===== config.mk =====
export PLATFORM = sky130hd
export DESIGN_NAME = msp_v1_v2_frame_parser_core_flat
export DESIGN_NICKNAME = d
export VERILOG_FILES = /design/src/msp_pkg.sv /design/src/msp_stream_if.sv /design/src/msp_v1_v2_frame_parser_core.sv /design/src/msp_check.sv /design/src/flat_wrapper.sv
export SDC_FILE = /design/constraint.sdc
export NUM_CORES = 1
export LEC_CHECK = 0
export BUFFER_PORTS_ARGS = -buffer_cell sky130_fd_sc_hd__buf_2
export CORE_ASPECT_RATIO = 0.75
export CORE_UTILIZATION = 45
export CTS_CLUSTER_SIZE = 25
export DETAILED_ROUTE_END_ITERATION = 16
export GPL_ROUTABILITY_DRIVEN = 0
export PLACE_DENSITY = 0.75
export SETUP_SLACK_MARGIN = 0.02
export SYNTH_ARGS = -nofsm -noshare
export SYNTH_HDL_FRONTEND = slang
export SYNTH_SLANG_ARGS = --single-unit

===== constraint.sdc =====
create_clock -name i_clk -period 4.99 [get_ports i_clk]
set_input_delay 0.2495 -clock i_clk [delete_from_list [all_inputs] [get_ports i_clk]]
set_output_delay 0.2495 -clock i_clk [all_outputs]
set_load 0.01 [all_outputs]

===== src/msp_pkg.sv =====
// Shared types, byte codes and the CRC-8/DVB-S2 step for the MSP v1/v2 deframer.
// No dependencies; msp_v1_v2_frame_parser_core and msp_check import this package.
package msp_pkg;

    localparam logic [7:0] SYNC_BYTE   = 8'h24;  // '$'
    localparam logic [7:0] MARK_V1     = 8'h4D;  // 'M'
    localparam logic [7:0] MARK_V2     = 8'h58;  // 'X'
    localparam logic [7:0] DIR_REQ_CH  = 8'h3C;  // '<'
    localparam logic [7:0] DIR_RPL_CH  = 8'h3E;  // '>'
    localparam logic [7:0] DIR_ERR_CH  = 8'h21;  // '!'
    localparam logic [7:0] CRC_POLY    = 8'hD5;

    localparam logic [15:0] MAX_PAYLOAD_RESET = 16'd255;

    localparam logic       KIND_PAYLOAD = 1'b0;
    localparam logic       KIND_REPORT  = 1'b1;
    localparam logic       VER_V1       = 1'b0;
    localparam logic       VER_V2       = 1'b1;
    localparam logic [1:0] DIR_REQUEST  = 2'd0;
    localparam logic [1:0] DIR_REPLY    = 2'd1;
    localparam logic [1:0] DIR_ERROR    = 2'd2;
    localparam logic [1:0] STATUS_OK        = 2'd0;
    localparam logic [1:0] STATUS_BAD_CHECK = 2'd1;
    localparam logic [1:0] STATUS_TOO_LARGE = 2'd2;

    typedef enum logic [11:0] {
        ST_HUNT   = 12'b0000_0000_0001,
        ST_MARK   = 12'b0000_0000_0010,
        ST_DIR    = 12'b0000_0000_0100,
        ST_V1LEN  = 12'b0000_0000_1000,
        ST_V1CMD  = 12'b0000_0001_0000,
        ST_V2FLAG = 12'b0000_0010_0000,
        ST_V2CMDL = 12'b0000_0100_0000,
        ST_V2CMDH = 12'b0000_1000_0000,
        ST_V2LENL = 12'b0001_0000_0000,
        ST_V2LENH = 12'b0010_0000_0000,
        ST_DATA   = 12'b0100_0000_0000,
        ST_CHECK  = 12'b1000_0000_0000
    } t_phase;

    // One CRC-8/DVB-S2 byte update, MSB first.
    function automatic logic [7:0] crc8_dvb_s2(input logic [7:0] crc, input logic [7:0] b);
        logic [7:0] c;
        c = crc ^ b;
        for (int i = 0; i < 8; i++) begin
            if (c[7]) begin
                c = {c[6:0], 1'b0} ^ CRC_POLY;
            end else begin
                c = {c[6:0], 1'b0};
            end
        end
        return c;
    endfunction

endpackage


===== src/msp_stream_if.sv =====
// Valid/ready channels of the MSP deframer: received bytes in, result beats out.
// Depends on nothing but the port widths fixed by the frame format.
interface msp_rx_if;
    logic       valid;
    logic       ready;
    logic [7:0] rx_byte;

    modport source (output valid, output rx_byte, input ready);
    modport sink   (input valid, input rx_byte, output ready);
endinterface

interface msp_res_if;
    logic        valid;
    logic        ready;
    logic        item_kind;
    logic [7:0]  data_byte;
    logic        frame_version;
    logic [1:0]  frame_direction;
    logic [15:0] frame_command;
    logic [15:0] payload_length;
    logic [1:0]  frame_status;

    modport source (output valid, output item_kind, output data_byte, output frame_version,
                    output frame_direction, output frame_command, output payload_length,
                    output frame_status, input ready);
    modport sink   (input valid, input item_kind, input data_byte, input frame_version,
                    input frame_direction, input frame_command, input payload_length,
                    input frame_status, output ready);
endinterface


===== src/msp_v1_v2_frame_parser_core.sv =====
// MSP v1/v2 deframer top level: byte input register, header/payload parser, result register.
// Depends on msp_pkg, msp_stream_if.sv and msp_check.
//
// Path: an accepted byte passes through the input register, then the result register.
// Throughput: one byte per cycle unless o_res stalls; result and input register advance together,
// so a byte is taken whenever the result register is empty or being drained.
// Reset (synchronous, active low): parser back to hunting for '$', header state and check
// cleared, max_payload set to 255, both registers emptied.
module msp_v1_v2_frame_parser_core
    import msp_pkg::*;
(
    input  logic        i_clk,
    input  logic        i_rst_n,
    input  logic        i_cfg_we,
    input  logic [15:0] i_cfg_wdata,
    msp_rx_if.sink      i_rx,
    msp_res_if.source   o_res
);

    logic [15:0] r_max_payload;

    logic        r_in_valid;
    logic [7:0]  r_in_byte;

    t_phase      r_phase,   n_phase;
    logic        r_version, n_version;
    logic [1:0]  r_dir,     n_dir;
    logic [15:0] r_command, n_command;
    logic [15:0] r_length,  n_length;
    logic [15:0] r_count,   n_count;
    logic [7:0]  r_check,   n_check;

    logic        r_out_valid;
    logic        r_out_kind;
    logic [7:0]  r_out_data;
    logic        r_out_version;
    logic [1:0]  r_out_dir;
    logic [15:0] r_out_command;
    logic [15:0] r_out_length;
    logic [1:0]  r_out_status;

    logic        out_free;
    logic        proc;
    logic        emit;
    logic        n_kind;
    logic [7:0]  n_data;
    logic [1:0]  n_status;
    logic [7:0]  folded;
    logic [15:0] count_inc;

    assign out_free  = !r_out_valid || o_res.ready;
    assign proc      = r_in_valid && out_free;
    assign i_rx.ready = !r_in_valid || out_free;
    assign count_inc = r_count + 16'd1;

    msp_check u_check (
        .i_version (r_version),
        .i_check   (r_check),
        .i_byte    (r_in_byte),
        .o_check   (folded)
    );

    always_comb begin
        n_phase   = r_phase;
        n_version = r_version;
        n_dir     = r_dir;
        n_command = r_command;
        n_length  = r_length;
        n_count   = r_count;
        n_check   = r_check;
        emit      = 1'b0;
        n_kind    = KIND_PAYLOAD;
        n_data    = 8'd0;
        n_status  = STATUS_OK;
        unique case (r_phase)
            ST_MARK: begin
                if (r_in_byte == MARK_V1) begin
                    n_version = VER_V1;
                    n_phase   = ST_DIR;
                end else if (r_in_byte == MARK_V2) begin
                    n_version = VER_V2;
                    n_phase   = ST_DIR;
                end else begin
                    // rescan the same byte for a fresh sync
                    n_phase = (r_in_byte == SYNC_BYTE) ? ST_MARK : ST_HUNT;
                end
            end
            ST_DIR: begin
                if (r_in_byte == DIR_REQ_CH || r_in_byte == DIR_RPL_CH ||
                    r_in_byte == DIR_ERR_CH) begin
                    n_dir   = (r_in_byte == DIR_REQ_CH) ? DIR_REQUEST :
                              (r_in_byte == DIR_RPL_CH) ? DIR_REPLY : DIR_ERROR;
                    n_check = 8'd0;
                    n_phase = (r_version == VER_V2) ? ST_V2FLAG : ST_V1LEN;
                end else begin
                    n_phase = (r_in_byte == SYNC_BYTE) ? ST_MARK : ST_HUNT;
                end
            end
            ST_V1LEN: begin
                n_check  = folded;
                n_length = {8'd0, r_in_byte};
                n_phase  = ST_V1CMD;
            end
            ST_V1CMD: begin
                n_check   = folded;
                n_command = {8'd0, r_in_byte};
                n_count   = 16'd0;
                n_phase   = (r_length != 16'd0) ? ST_DATA : ST_CHECK;
            end
            ST_V2FLAG: begin
                n_check = folded;
                n_phase = ST_V2CMDL;
            end
            ST_V2CMDL: begin
                n_check   = folded;
                n_command = {8'd0, r_in_byte};
                n_phase   = ST_V2CMDH;
            end
            ST_V2CMDH: begin
                n_check   = folded;
                n_command = {r_in_byte, r_command[7:0]};
                n_phase   = ST_V2LENL;
            end
            ST_V2LENL: begin
                n_check  = folded;
                n_length = {8'd0, r_in_byte};
                n_phase  = ST_V2LENH;
            end
            ST_V2LENH: begin
                n_check  = folded;
                n_length = {r_in_byte, r_length[7:0]};
                n_count  = 16'd0;
                n_phase  = ({r_in_byte, r_length[7:0]} != 16'd0) ? ST_DATA : ST_CHECK;
            end
            ST_DATA: begin
                // bytes past capacity are still folded into the check but dropped
                emit    = (r_count < r_max_payload);
                n_check = folded;
                n_count = count_inc;
                n_data  = r_in_byte;
                if (count_inc >= r_length) begin
                    n_phase = ST_CHECK;
                end
            end
            ST_CHECK: begin
                emit   = 1'b1;
                n_kind = KIND_REPORT;
                if (r_in_byte != r_check) begin
                    n_status = STATUS_BAD_CHECK;
                end else if (r_length > r_max_payload) begin
                    n_status = STATUS_TOO_LARGE;
                end else begin
                    n_status = STATUS_OK;
                end
                n_phase = ST_HUNT;
            end
            default: begin
                n_phase = (r_in_byte == SYNC_BYTE) ? ST_MARK : ST_HUNT;
            end
        endcase
    end

    always_ff @(posedge i_clk) begin
        if (!i_rst_n) begin
            r_max_payload <= MAX_PAYLOAD_RESET;
        end else if (i_cfg_we) begin
            r_max_payload <= i_cfg_wdata;
        end
    end

    always_ff @(posedge i_clk) begin
        if (!i_rst_n) begin
            r_in_valid <= 1'b0;
        end else if (i_rx.ready) begin
            r_in_valid <= i_rx.valid;
        end
    end

    always_ff @(posedge i_clk) begin
        if (i_rx.ready && i_rx.valid) begin
            r_in_byte <= i_rx.rx_byte;
        end
    end

    always_ff @(posedge i_clk) begin
        if (!i_rst_n) begin
            r_phase   <= ST_HUNT;
            r_version <= VER_V1;
            r_dir     <= DIR_REQUEST;
            r_command <= 16'd0;
            r_length  <= 16'd0;
            r_count   <= 16'd0;
            r_check   <= 8'd0;
        end else if (proc) begin
            r_phase   <= n_phase;
            r_version <= n_version;
            r_dir     <= n_dir;
            r_command <= n_command;
            r_length  <= n_length;
            r_count   <= n_count;
            r_check   <= n_check;
        end
    end

    always_ff @(posedge i_clk) begin
        if (!i_rst_n) begin
            r_out_valid <= 1'b0;
        end else if (proc) begin
            r_out_valid <= emit;
        end else if (o_res.ready) begin
            r_out_valid <= 1'b0;
        end
    end

    always_ff @(posedge i_clk) begin
        if (proc && emit) begin
            r_out_kind    <= n_kind;
            r_out_data    <= n_data;
            r_out_version <= r_version;
            r_out_dir     <= r_dir;
            r_out_command <= r_command;
            r_out_length  <= r_length;
            r_out_status  <= n_status;
        end
    end

    assign o_res.valid           = r_out_valid;
    assign o_res.item_kind       = r_out_kind;
    assign o_res.data_byte       = r_out_data;
    assign o_res.frame_version   = r_out_version;
    assign o_res.frame_direction = r_out_dir;
    assign o_res.frame_command   = r_out_command;
    assign o_res.payload_length  = r_out_length;
    assign o_res.frame_status    = r_out_status;

    a_count_below_length: assert property (@(posedge i_clk) disable iff (!i_rst_n)
        (r_phase == ST_DATA) |-> (r_count < r_length))
        else $error("payload count reached length while still in data phase");

    a_report_no_data: assert property (@(posedge i_clk) disable iff (!i_rst_n)
        (r_out_valid && r_out_kind == KIND_REPORT) |-> (r_out_data == 8'd0))
        else $error("frame end report carries a data byte");

    a_payload_status_ok: assert property (@(posedge i_clk) disable iff (!i_rst_n)
        (r_out_valid && r_out_kind == KIND_PAYLOAD) |-> (r_out_status == STATUS_OK))
        else $error("payload beat carries a non-ok status");

    a_input_held_on_stall: assert property (@(posedge i_clk) disable iff (!i_rst_n)
        (r_in_valid && !out_free) |=> (r_in_valid && $stable(r_in_byte)))
        else $error("input register lost a byte while the result side stalled");

    a_direction_code: assert property (@(posedge i_clk) disable iff (!i_rst_n)
        r_out_valid |-> (r_out_dir != 2'd3))
        else $error("result beat carries an undefined direction code");

endmodule


===== src/msp_check.sv =====
// Running frame check: XOR for v1 frames, CRC-8/DVB-S2 for v2 frames.
// Depends on msp_pkg for the CRC step and version codes.
module msp_check
    import msp_pkg::*;
(
    input  logic       i_version,
    input  logic [7:0] i_check,
    input  logic [7:0] i_byte,
    output logic [7:0] o_check
);

    always_comb begin
        if (i_version == VER_V2) begin
            o_check = crc8_dvb_s2(i_check, i_byte);
        end else begin
            o_check = i_check ^ i_byte;
        end
    end

endmodule

===== src/flat_wrapper.sv =====
// flat-port wrapper written by rule: the top's interface ports become plain ports
module msp_v1_v2_frame_parser_core_flat import msp_pkg::*;
  (i_clk, i_rst_n, i_cfg_we, i_cfg_wdata, i_rx_valid, i_rx_rx_byte, i_rx_ready, o_res_valid, o_res_item_kind, o_res_data_byte, o_res_frame_version, o_res_frame_direction, o_res_frame_command, o_res_payload_length, o_res_frame_status, o_res_ready);
  msp_rx_if i_rx_i ();
  msp_res_if o_res_i ();
  input  logic i_clk;
  input  logic i_rst_n;
  input  logic i_cfg_we;
  input  logic [15:0] i_cfg_wdata;
  input wire logic [$bits(i_rx_i.valid)-1:0] i_rx_valid;
  input wire logic [$bits(i_rx_i.rx_byte)-1:0] i_rx_rx_byte;
  output wire logic [$bits(i_rx_i.ready)-1:0] i_rx_ready;
  output wire logic [$bits(o_res_i.valid)-1:0] o_res_valid;
  output wire logic [$bits(o_res_i.item_kind)-1:0] o_res_item_kind;
  output wire logic [$bits(o_res_i.data_byte)-1:0] o_res_data_byte;
  output wire logic [$bits(o_res_i.frame_version)-1:0] o_res_frame_version;
  output wire logic [$bits(o_res_i.frame_direction)-1:0] o_res_frame_direction;
  output wire logic [$bits(o_res_i.frame_command)-1:0] o_res_frame_command;
  output wire logic [$bits(o_res_i.payload_length)-1:0] o_res_payload_length;
  output wire logic [$bits(o_res_i.frame_status)-1:0] o_res_frame_status;
  input wire logic [$bits(o_res_i.ready)-1:0] o_res_ready;
  assign i_rx_i.valid = i_rx_valid;
  assign i_rx_i.rx_byte = i_rx_rx_byte;
  assign i_rx_ready = i_rx_i.ready;
  assign o_res_valid = o_res_i.valid;
  assign o_res_item_kind = o_res_i.item_kind;
  assign o_res_data_byte = o_res_i.data_byte;
  assign o_res_frame_version = o_res_i.frame_version;
  assign o_res_frame_direction = o_res_i.frame_direction;
  assign o_res_frame_command = o_res_i.frame_command;
  assign o_res_payload_length = o_res_i.payload_length;
  assign o_res_frame_status = o_res_i.frame_status;
  assign o_res_i.ready = o_res_ready;
  msp_v1_v2_frame_parser_core u_core (.i_clk(i_clk), .i_rst_n(i_rst_n), .i_cfg_we(i_cfg_we), .i_cfg_wdata(i_cfg_wdata), .i_rx(i_rx_i), .o_res(o_res_i));
endmodule

## Word level (Yosys, flattened, before mapping)

Index checks and enable logic that the tools add are counted.

- Bits in registers: 143
- Input bits: 29

- Add/sub/neg operators: 1
- Order comparisons: 3
- Eq/ne operators: 20
- Multiplexer cells: 40
- Bitwise operators: 12
- Reductions and logical operators: 31

Operators with widths:

| operator | number |
|---|---|
| $mux 8 | 17 |
| $pmux 12 s11 | 1 |
| $pmux 16 s2 | 3 |
| $mux 12 | 6 |
| $not 5->5 | 8 |
| $eq 8x6->1 const B | 4 |
| $reduce_bool 16->1 | 2 |
| $add 16x1->16 const B | 1 |
| $eq 8x7->1 const B | 2 |
| $ge 16x16->1 | 1 |
| $gt 16x16->1 | 1 |
| $lt 16x16->1 | 1 |
| $pmux 8 s2 | 1 |
| $reduce_and 3->1 | 5 |
| $eq 12x10->1 const B | 1 |
| $eq 12x11->1 const B | 1 |
| $eq 12x12->1 const B | 1 |
| $eq 12x2->1 const B | 1 |
| $eq 12x3->1 const B | 1 |
| $eq 12x4->1 const B | 1 |
| $eq 12x5->1 const B | 1 |
| $eq 12x6->1 const B | 1 |
| $eq 12x7->1 const B | 1 |
| $eq 12x8->1 const B | 1 |
| other kinds (16) | 44 |

## Longest topological paths before layout

Gate-level depths: netlist of run 1.

- Depth after elaboration: 26
- Mapped depth: 14
- Depth with buffers taken out: 13

## By module

From an unflattened synthesis of run 1, not the netlist that was laid out.

- Cells, all modules: 740
- Area total of the unflattened synthesis: 7315.8 µm²

Modules (own cells, without submodules):

| module | times used | cells an instance | area each (µm²) | seq. area each (µm²) |
|---|---|---|---|---|
| msp_v1_v2_frame_parser_core | 1 | 700 | 6959.2 | 3403.3 |
| msp_check | 1 | 40 | 356.6 | 0.0 |

## Least setup slack after synthesis of run 1

No wires, ideal clock.

- Path type: flip-flop to flip-flop
- Start point: reg u_core.r_count[9]
- End point: reg u_core.r_out_data[0], in the netlist u_core.o_res.data_byte[0], enable pin
- Setup time: 0.465 ns
- Arrival time: 3.691 ns
- Required time: 4.525 ns
- Setup slack: 0.834 ns
- Cell stages (with the launch flop): 9
- Clock period less this slack: 4.156 ns
- Cells stage by stage: dfxtp_1 ha_1 a21o_1 a21o_1 a21oi_1 nor2_1 nor4_1 o21ai_0 a21oi_1

- Longest elaborated chain between the ends: 3

RTL lines:

| what | line | RTL |
|---|---|---|
| from (decl) | msp_v1_v2_frame_parser_core.sv:30 | `logic [15:0] r_count, n_count;` |
| from (signal assigned) | msp_v1_v2_frame_parser_core.sv:200 | `r_count <= n_count;` |
| $lt 16x16->1 | msp_v1_v2_frame_parser_core.sv:137 | `emit = (r_count < r_max_payload);` |
| $pmux 1 s2 | msp_v1_v2_frame_parser_core.sv:75 | `unique case (r_phase)` |
| $logic_and 1x1->1 | msp_v1_v2_frame_parser_core.sv:216 | `if (proc && emit) begin` |
| to (signal assigned) | msp_v1_v2_frame_parser_core.sv:218 | `r_out_data <= n_data;` |
| to (decl) | msp_v1_v2_frame_parser_core.sv:35 | `logic [7:0] r_out_data;` |

No other way between the ends.
A chain may end at the register's enable or synchronous reset.

## Final worst setup path of run 1

- Start point: reg u_core.r_count[0]
- End point: reg u_core.r_phase[2]

- Longest elaborated chain between the ends: 4

RTL lines:

| what | line | RTL |
|---|---|---|
| $add 16x1->16 | msp_v1_v2_frame_parser_core.sv:54 | `assign count_inc = r_count + 16'd1;` |
| $ge 16x16->1 | msp_v1_v2_frame_parser_core.sv:141 | `if (count_inc >= r_length) begin` |
| $ne 2x1->1 (no source line) | n/a |  |
| $reduce_and 2->1 (no source line) | n/a |  |
| to (signal assigned) | msp_v1_v2_frame_parser_core.sv:195 | `r_phase <= n_phase;` |
| to (decl) | msp_v1_v2_frame_parser_core.sv:25 | `t_phase r_phase, n_phase;` |

No other way between the ends.

==> results.sh, run 1 <==
export IMPL_outcome="finished, final reports clean"
export IMPL_ir_drop_v=0.0002445
export IMPL_p_seq_frac=0.464
export IMPL_p_leak_uw=0.003408
export IMPL_cts_max_path_buffers=2
export IMPL_rsz0062_at_grt="no"
export IMPL_maxCapViolCount=0
export IMPL_cts_htree_levels=4
export IMPL_p_per_area_nw_per_um2=314.6
export IMPL_layout_common_cells="dfxtp_1, nor2_1, buf_2"
export IMPL_yosys_warnings=0
export IMPL_netlist_area_sq_um=7432
export IMPL_port_buffers=76
export IMPL_final_common_cell="dfxtp_1"
export IMPL_diodes=0
export IMPL_postPlaceCellArea_sq_um=7934
export IMPL_crit_type="reg -> reg"
export IMPL_gr_usage_all_layers=0.2329
export IMPL_grt_met1_usage=0.3608
export IMPL_hold_viol=0
export IMPL_die_h_um=113.3
export IMPL_worstHoldPathType="in -> reg"
export IMPL_startpoint="u_core.r_count[0]$_SDFFE_PN0P_"
export IMPL_routed_wirelength_um=18990
export IMPL_grt_pass1_wl_um=30220
export IMPL_endpoint_kind="flop"
export IMPL_synth_top_cells_by_area="dfxtp_1, edfxtp_1, ha_1, nor2_1, mux2i_1"
export IMPL_wl_per_cell_um=18.10
export IMPL_sw_frac_of_total=0.2584
export IMPL_cts_sinks=143
export IMPL_synth_seq_cells=143
export IMPL_cts_root_buf="clkbuf_16"
export IMPL_period_share=0.7936
export IMPL_io_pins=77
export IMPL_syn_num_nets=839
export IMPL_gr_usage_met2=0.3217
export IMPL_finalSetupViolations=0
export IMPL_synth_edf_count=54
export IMPL_fin_skew_ps=9.833
export IMPL_crit_arrival_ps=4280
export IMPL_start_kind="flop"
export IMPL_hold_start="i_rx_rx_byte[3]"
export IMPL_synth_top_area_frac=0.2397
export IMPL_synthFlopType="dfxtp_1"
export IMPL_p_comb_frac=0.059
export IMPL_first_iter_violations=689
export IMPL_relSlewSlack=0.1408
export IMPL_postLayoutCoreUtil=0.5332
export IMPL_yosysTopAreaCell="dfxtp_1"
export IMPL_clk_pin_slew_ps=70
export IMPL_std_cell_rows=40
export IMPL_vias=6010
export IMPL_fillerInstances=1431
export IMPL_initial_core_util=0.4626
export IMPL_p_int_uw=1998
export IMPL_drt_first_pass_iters=6
export IMPL_setup_slack_ps=1030
export IMPL_fin_crit_ps=3960
export IMPL_syn2layout_area_growth_pct=15.25
export IMPL_required_ps=5310
export IMPL_stdcell_area_sq_um=8566
export IMPL_cts_tree="built"
export IMPL_final_nets=904
export IMPL_antenna_found_initial=0
export IMPL_synth_seq_area_share=0.4579
export IMPL_clock_power_share=0.477
export IMPL_max_freq_ghz=0.2525
export IMPL_use_met3=0.05040
export IMPL_fp_dieW_um=150.4
export IMPL_avgSynthCellArea_sq_um=9.766
export IMPL_grt_ovfl_total=0
export IMPL_layout_drive_gt1_share=0.1526
export IMPL_vias_per_cell=5.729
export IMPL_grt_pass1_vias=5560
export IMPL_fin_setup_tns_ps=0
export IMPL_worstMarginPinSlew_ps=1275
export IMPL_pre_cts_ws_ps=1160
export IMPL_clkLatencyLatePin_ps=420
export IMPL_maxSlewViolCount=0
export IMPL_dieArea_sq_um=17040
export IMPL_core_area_sq_um=16070
export IMPL_synthArstFlopShare=0
export IMPL_grt_max_degree=43
export IMPL_holdWs_ps=15.90
export IMPL_worstPathMaxFanout=11
export IMPL_numCtsBuffers=17
export IMPL_worstReg2RegStart="u_core.r_count[0]$_SDFFE_PN0P_"
export IMPL_synthCells=761
export IMPL_drc=0
export IMPL_p_switching_uw=696.3
export IMPL_ant_nets=0
export IMPL_hpwl_um=13000
export IMPL_grt_busiest_layer="met1"
export IMPL_ys_types=61
-- power groups by stage --
| stage | Sequential [uW] | Combinational (uW) | Clock [uW] |
|---|---|---|---|
| 4_1_cts | 1250 | 157 | 1290 |
| 3_5_place_dp | 1270 | 153 | 0 |
| 2_1_floorplan | 1250 | 129 | 0 |
| 6_report | 1250 | 159 | 1290 |
| 5_1_grt | 1250 | 176 | 1340 |
| 3_3_place_gp | 1270 | 152 | 0 |
-- timing repair --
action                    CTS  global route
resized for setup           0             0
setup buffers               0             0
hold buffers                4             0
hold endpoints to repair    4             0
-- final cells by class --
class / count / area (sq um) / area share
clock buffers: 17 / 425.4 / 0.04966
flip-flops and latches: 143 / 3403 / 0.3973
multi-input cells: 541 / 3719 / 0.4341
repair buffers: 82 / 435.4 / 0.05083
clock inverters: 15 / 166.4 / 0.01943
inverters: 41 / 153.9 / 0.01797
well taps: 210 / 262.8 / 0.03067
-- cell usage after synthesis (4+ instances only) --
| library cell | count |
|---|---|
| nor2b_1 | 8 |
| edfxtp_1 | 54 |
| nand3b_1 | 7 |
| xor2_1 | 16 |
| nand2_1 | 45 |
| and4_1 | 6 |
| and2_1 | 12 |
| nand4_1 | 19 |
| clkbuf_1 | 16 |
| o21ai_0 | 31 |
| a21o_1 | 14 |
| xnor2_1 | 24 |
| nor3b_1 | 4 |
| buf_1 | 4 |
| o211ai_1 | 10 |
| nor3_1 | 14 |
| o2111ai_1 | 4 |
| inv_1 | 41 |
| dfxtp_1 | 89 |
| nor4_1 | 12 |
| mux2i_1 | 28 |
| a21oi_1 | 51 |
| a22oi_1 | 11 |
| and3_1 | 8 |
| buf_2 | 11 |
| buf_4 | 5 |
| nand3_1 | 26 |
| o21a_1 | 6 |
| ha_1 | 49 |
| nand2b_1 | 5 |
| nor2_1 | 82 |
-- state kept, by name (all words and copies together) (netlist names), 12 cells and up --
register,count
u_core.r_length,16
u_core.r_phase,12
u_core.r_max_payload,16
u_core.o_res.frame_command,16
u_core.r_command,16
u_core.o_res.payload_length,16
u_core.r_count,16
-- worst max-delay path: stages, from the launching register on --
cell     delay, ps
dfxtp_1        440
ha_1           270
nand3_1        220
nor3_2         390
and4_1         330
nand3_1        110
xnor2_1        270
ha_1           300
a21o_1         180
a21oi_1        140
nand2_1         80
a22oi_1        730
a21oi_1        160
o21a_1         230
-- layer usage --
layer,vias to the layer above,wire length [um],part of all wire
met5,-,0,0
met4,0,231,0.012
met3,17,2131,0.11
met2,329,7466,0.39
met1,2776,9162,0.48
li1,2888,-,-
-- kinds of logic after synthesis --
kind of cell	count (synthesis)	share of synthesized area
fa+ha+maj	49	0.08249
compound gates	154	0.1320
buf+inv	77	0.04327
mux	28	0.03771
flops	143	0.4579
xor+xnor	44	0.05825
simple gates	266	0.1884
-- per-stage QoR --
step	instances	total power [uW]
after global routing	1049	2771
after detailed placement	1013	1428
final	1049	2694
after CTS	1049	2693
after global placement	1013	1425
after floorplan	761	1378
-- worst paths after layout --
path,cells past startpoint,to,slack [ps]
worst max-delay path,13,u_core.r_phase[2]$_SDFFE_PN0P_,1030
worst min-delay path,1,u_core.r_in_byte[3]$_DFFE_PP_,20
worst max register to register,13,u_core.r_phase[2]$_SDFFE_PN0P_,1030
worst min register to register,0,u_core.o_res.frame_direction[0]$_DFFE_PP_,440
No activity file was read; power rests on OpenSTA's default activity.
==> inputs of run 2 (changes only) <==
- PLACE_DENSITY: 0.75 -> 0.77
- clock period: 4.99 -> 3.2 ns (I/O delays scaled with it)
==> run 2 against run 1 <==
  * Critical path type unchanged
  * Flip-flop and latch count unchanged
  * Clock power grew 63%
  * Total power increased by 61%
  * Sequential power is 55% higher
  * Critical endpoint is now u_core.r_phase[6]$_SDFFE_PN0P_
  * Combinational power is 79% higher
  * Clock skew grew 3.1 ps
  * Largest power group unchanged
  * Wire length is essentially flat
==> results.sh, run 2 (synthesis gave the netlist of run 1 again) <==
export IMPL_outcome="finished, final reports clean"
export IMPL_sw_frac_of_total=0.2236
export IMPL_ff2ff_path_depth=13
export IMPL_syn2layout_area_growth_pct=20.51
export IMPL_cts_sinks=143
export IMPL_grt_pass1_vias=5645
export IMPL_fin_skew_ps=12.93
export IMPL_worstMarginPinSlew_ps=944.2
export IMPL_crit_type="reg -> reg"
export IMPL_cts_max_path_buffers=2
export IMPL_hold_depth=3
export IMPL_final_nets=941
export IMPL_p_comb_frac=0.066
export IMPL_wl_per_cell_um=17.49
export IMPL_fillerInstances=1344
export IMPL_seqCellArea_sq_um=3405
export IMPL_core_area_sq_um=16070
export IMPL_cts_root_buf="clkbuf_16"
export IMPL_first_iter_violations=492
export IMPL_grt_pass1_wl_um=30020
export IMPL_fin_setup_tns_ps=0
export IMPL_fin_crit_ps=2982
export IMPL_io_pins=77
export IMPL_min_to="u_core.r_max_payload[14]$_SDFFE_PN0P_"
export IMPL_layout_common_cells="dfxtp_1, nor2_1, buf_2"
export IMPL_worstHoldPathType="in -> reg"
export IMPL_clkLatencyLatePin_ps=420
export IMPL_layout_drive_gt1_share=0.1678
export IMPL_holdWs_ps=9.081
export IMPL_endpoint_kind="flop"
export IMPL_drc=0
export IMPL_cpMaxStageDelayCell="dfxtp_2"
export IMPL_vias_per_cell=5.639
export IMPL_ant_nets=0
export IMPL_port_buffers=76
export IMPL_post_cts_buffers=0
export IMPL_ff2ff_setup_slack_ps=220
export IMPL_clk_pin_slew_ps=60
export IMPL_final_common_cell="dfxtp_1"
export IMPL_hold_start="i_cfg_wdata[14]"
export IMPL_p_leak_uw=0.003661
export IMPL_antenna_found_initial=0
export IMPL_p_int_uw=3359
export IMPL_vias=6124
export IMPL_routed_wirelength_um=19000
export IMPL_numCtsBuffers=17
export IMPL_clock_power_share=0.486
export IMPL_max_stage_delay_ps=370
export IMPL_std_cell_rows=40
export IMPL_worstReg2RegStart="u_core.r_count[1]$_SDFFE_PN0P_"
export IMPL_multiInputGateArea_sq_um=3729
export IMPL_p_per_area_nw_per_um2=483.0
export IMPL_maxCapViolCount=0
export IMPL_hold_viol=0
export IMPL_required_ps=3450
export IMPL_rsz0062_at_grt="no"
export IMPL_crit_arrival_ps=3230
export IMPL_drt_first_pass_iters=8
export IMPL_finalSetupViolations=0
export IMPL_period_share=0.9318
export IMPL_grt_max_degree=49
export IMPL_worstPathMaxFanout=7
export IMPL_r2r_end="u_core.r_phase[6]$_SDFFE_PN0P_"
export IMPL_max_freq_ghz=0.3354
export IMPL_gr_usage_all_layers=0.2320
export IMPL_power_total_uw=4326
export IMPL_start_kind="flop"
export IMPL_die_h_um=113.3
export IMPL_cts_tree="built"
export IMPL_initial_core_util=0.4626
export IMPL_dieArea_sq_um=17040
export IMPL_diodes=0
export IMPL_maxSlewViolCount=0
export IMPL_p_seq_frac=0.448
export IMPL_fp_dieW_um=150.4
export IMPL_p_switching_uw=967.1
export IMPL_hpwl_um=13210
export IMPL_cts_htree_levels=4
export IMPL_relSlewSlack=0.3678
export IMPL_critical_path_cell_chain="ha_1 -> nand3_1 -> nor3_2 -> and4_2 -> nand3_1 -> xnor2_2 -> ha_1 -> a21o_1 -> a21oi_1 -> nand2_1 -> a22o_2 -> o2111ai_1 -> a21oi_1"
export IMPL_grt_ovfl_total=0
export IMPL_ir_drop_v=0.0003673
run 2: power by group through the flow:
| stage | sequential [uW] | combinational [uW] | clock, uW |
|---|---|---|---|
| 2_1_floorplan | 1950 | 201 | 0 |
| 3_3_place_gp | 1980 | 252 | 0 |
| 3_5_place_dp | 1980 | 256 | 0 |
| 4_1_cts | 1940 | 280 | 2130 |
| 5_1_grt | 1940 | 313 | 2210 |
| 6_report | 1940 | 285 | 2100 |
run 2: timing repair:
item                       in CTS  in global routing
gates resized for setup         0                  5
setup endpoints to repair       0                 11
hold buffers                   24                  0
hold endpoints to repair       24                  0
run 2: metrics by stage:
step / utilization / cells / instance area (sq um) / setup slack (ps)
detailed placement: 0.5026 / 1030 / 8074 / 126.9
finish: 0.5575 / 1086 / 8956 / 218.3
global route: 0.5575 / 1086 / 8956 / 42.90
floorplan: - / 761 / 7436 / 45.76
global placement: 0.5026 / 1030 / 8074 / 178.9
CTS: 0.5568 / 1086 / 8945 / 94.80
run 2: worst max path at each step:
stage / cells after the start / start / endpoint / slack (ps)
4_1_cts: 13 / u_core.r_count[1]$_SDFFE_PN0P_ / u_core.r_phase[6]$_SDFFE_PN0P_ / 90
3_3_place_gp: 13 / u_core.r_count[1]$_SDFFE_PN0P_ / u_core.r_phase[7]$_SDFFE_PN0P_ / 180
2_1_floorplan: 8 / u_core.r_count[9]$_SDFFE_PN0P_ / u_core.o_res.data_byte[0]$_SDFFCE_PN0P_ / 50
5_1_grt: 12 / u_core.r_count[4]$_SDFFE_PN0P_ / u_core.r_phase[0]$_SDFFE_PN1P_ / 40
3_5_place_dp: 13 / u_core.r_count[1]$_SDFFE_PN0P_ / u_core.r_phase[6]$_SDFFE_PN0P_ / 130
6_report: 13 / u_core.r_count[1]$_SDFFE_PN0P_ / u_core.r_phase[6]$_SDFFE_PN0P_ / 220
run 2: worst max-delay path, delay by kind of cell, from the launching register on:
family / cells / cell delay, ps
xor gates and xnor gates: 1 / 170
AOI/OAI and AO/OA: 5 / 960
and+or+nand+nor: 5 / 860
adders and majority gates: 2 / 480
DFF: 1 / 370
run 2: metal layers:
layer  wire, um  GRT usage  share of wire  up-vias
met3       1598    0.04597          0.084       20
li1           -          -              -     2954
met1       9427     0.3479           0.50     2852
met4        216    0.06263          0.011        0
met2       7757     0.3358           0.41      298
met5          0          0              0        -
run 2: cell type report:
type,instances,share of cell area
inverters,41,0.01718
clock inverters,12,0.02054
multi-input cells,541,0.4163
repair buffers,119,0.08662
flip-flops and latches,143,0.3801
well taps,210,0.02934
clock buffers,20,0.04987
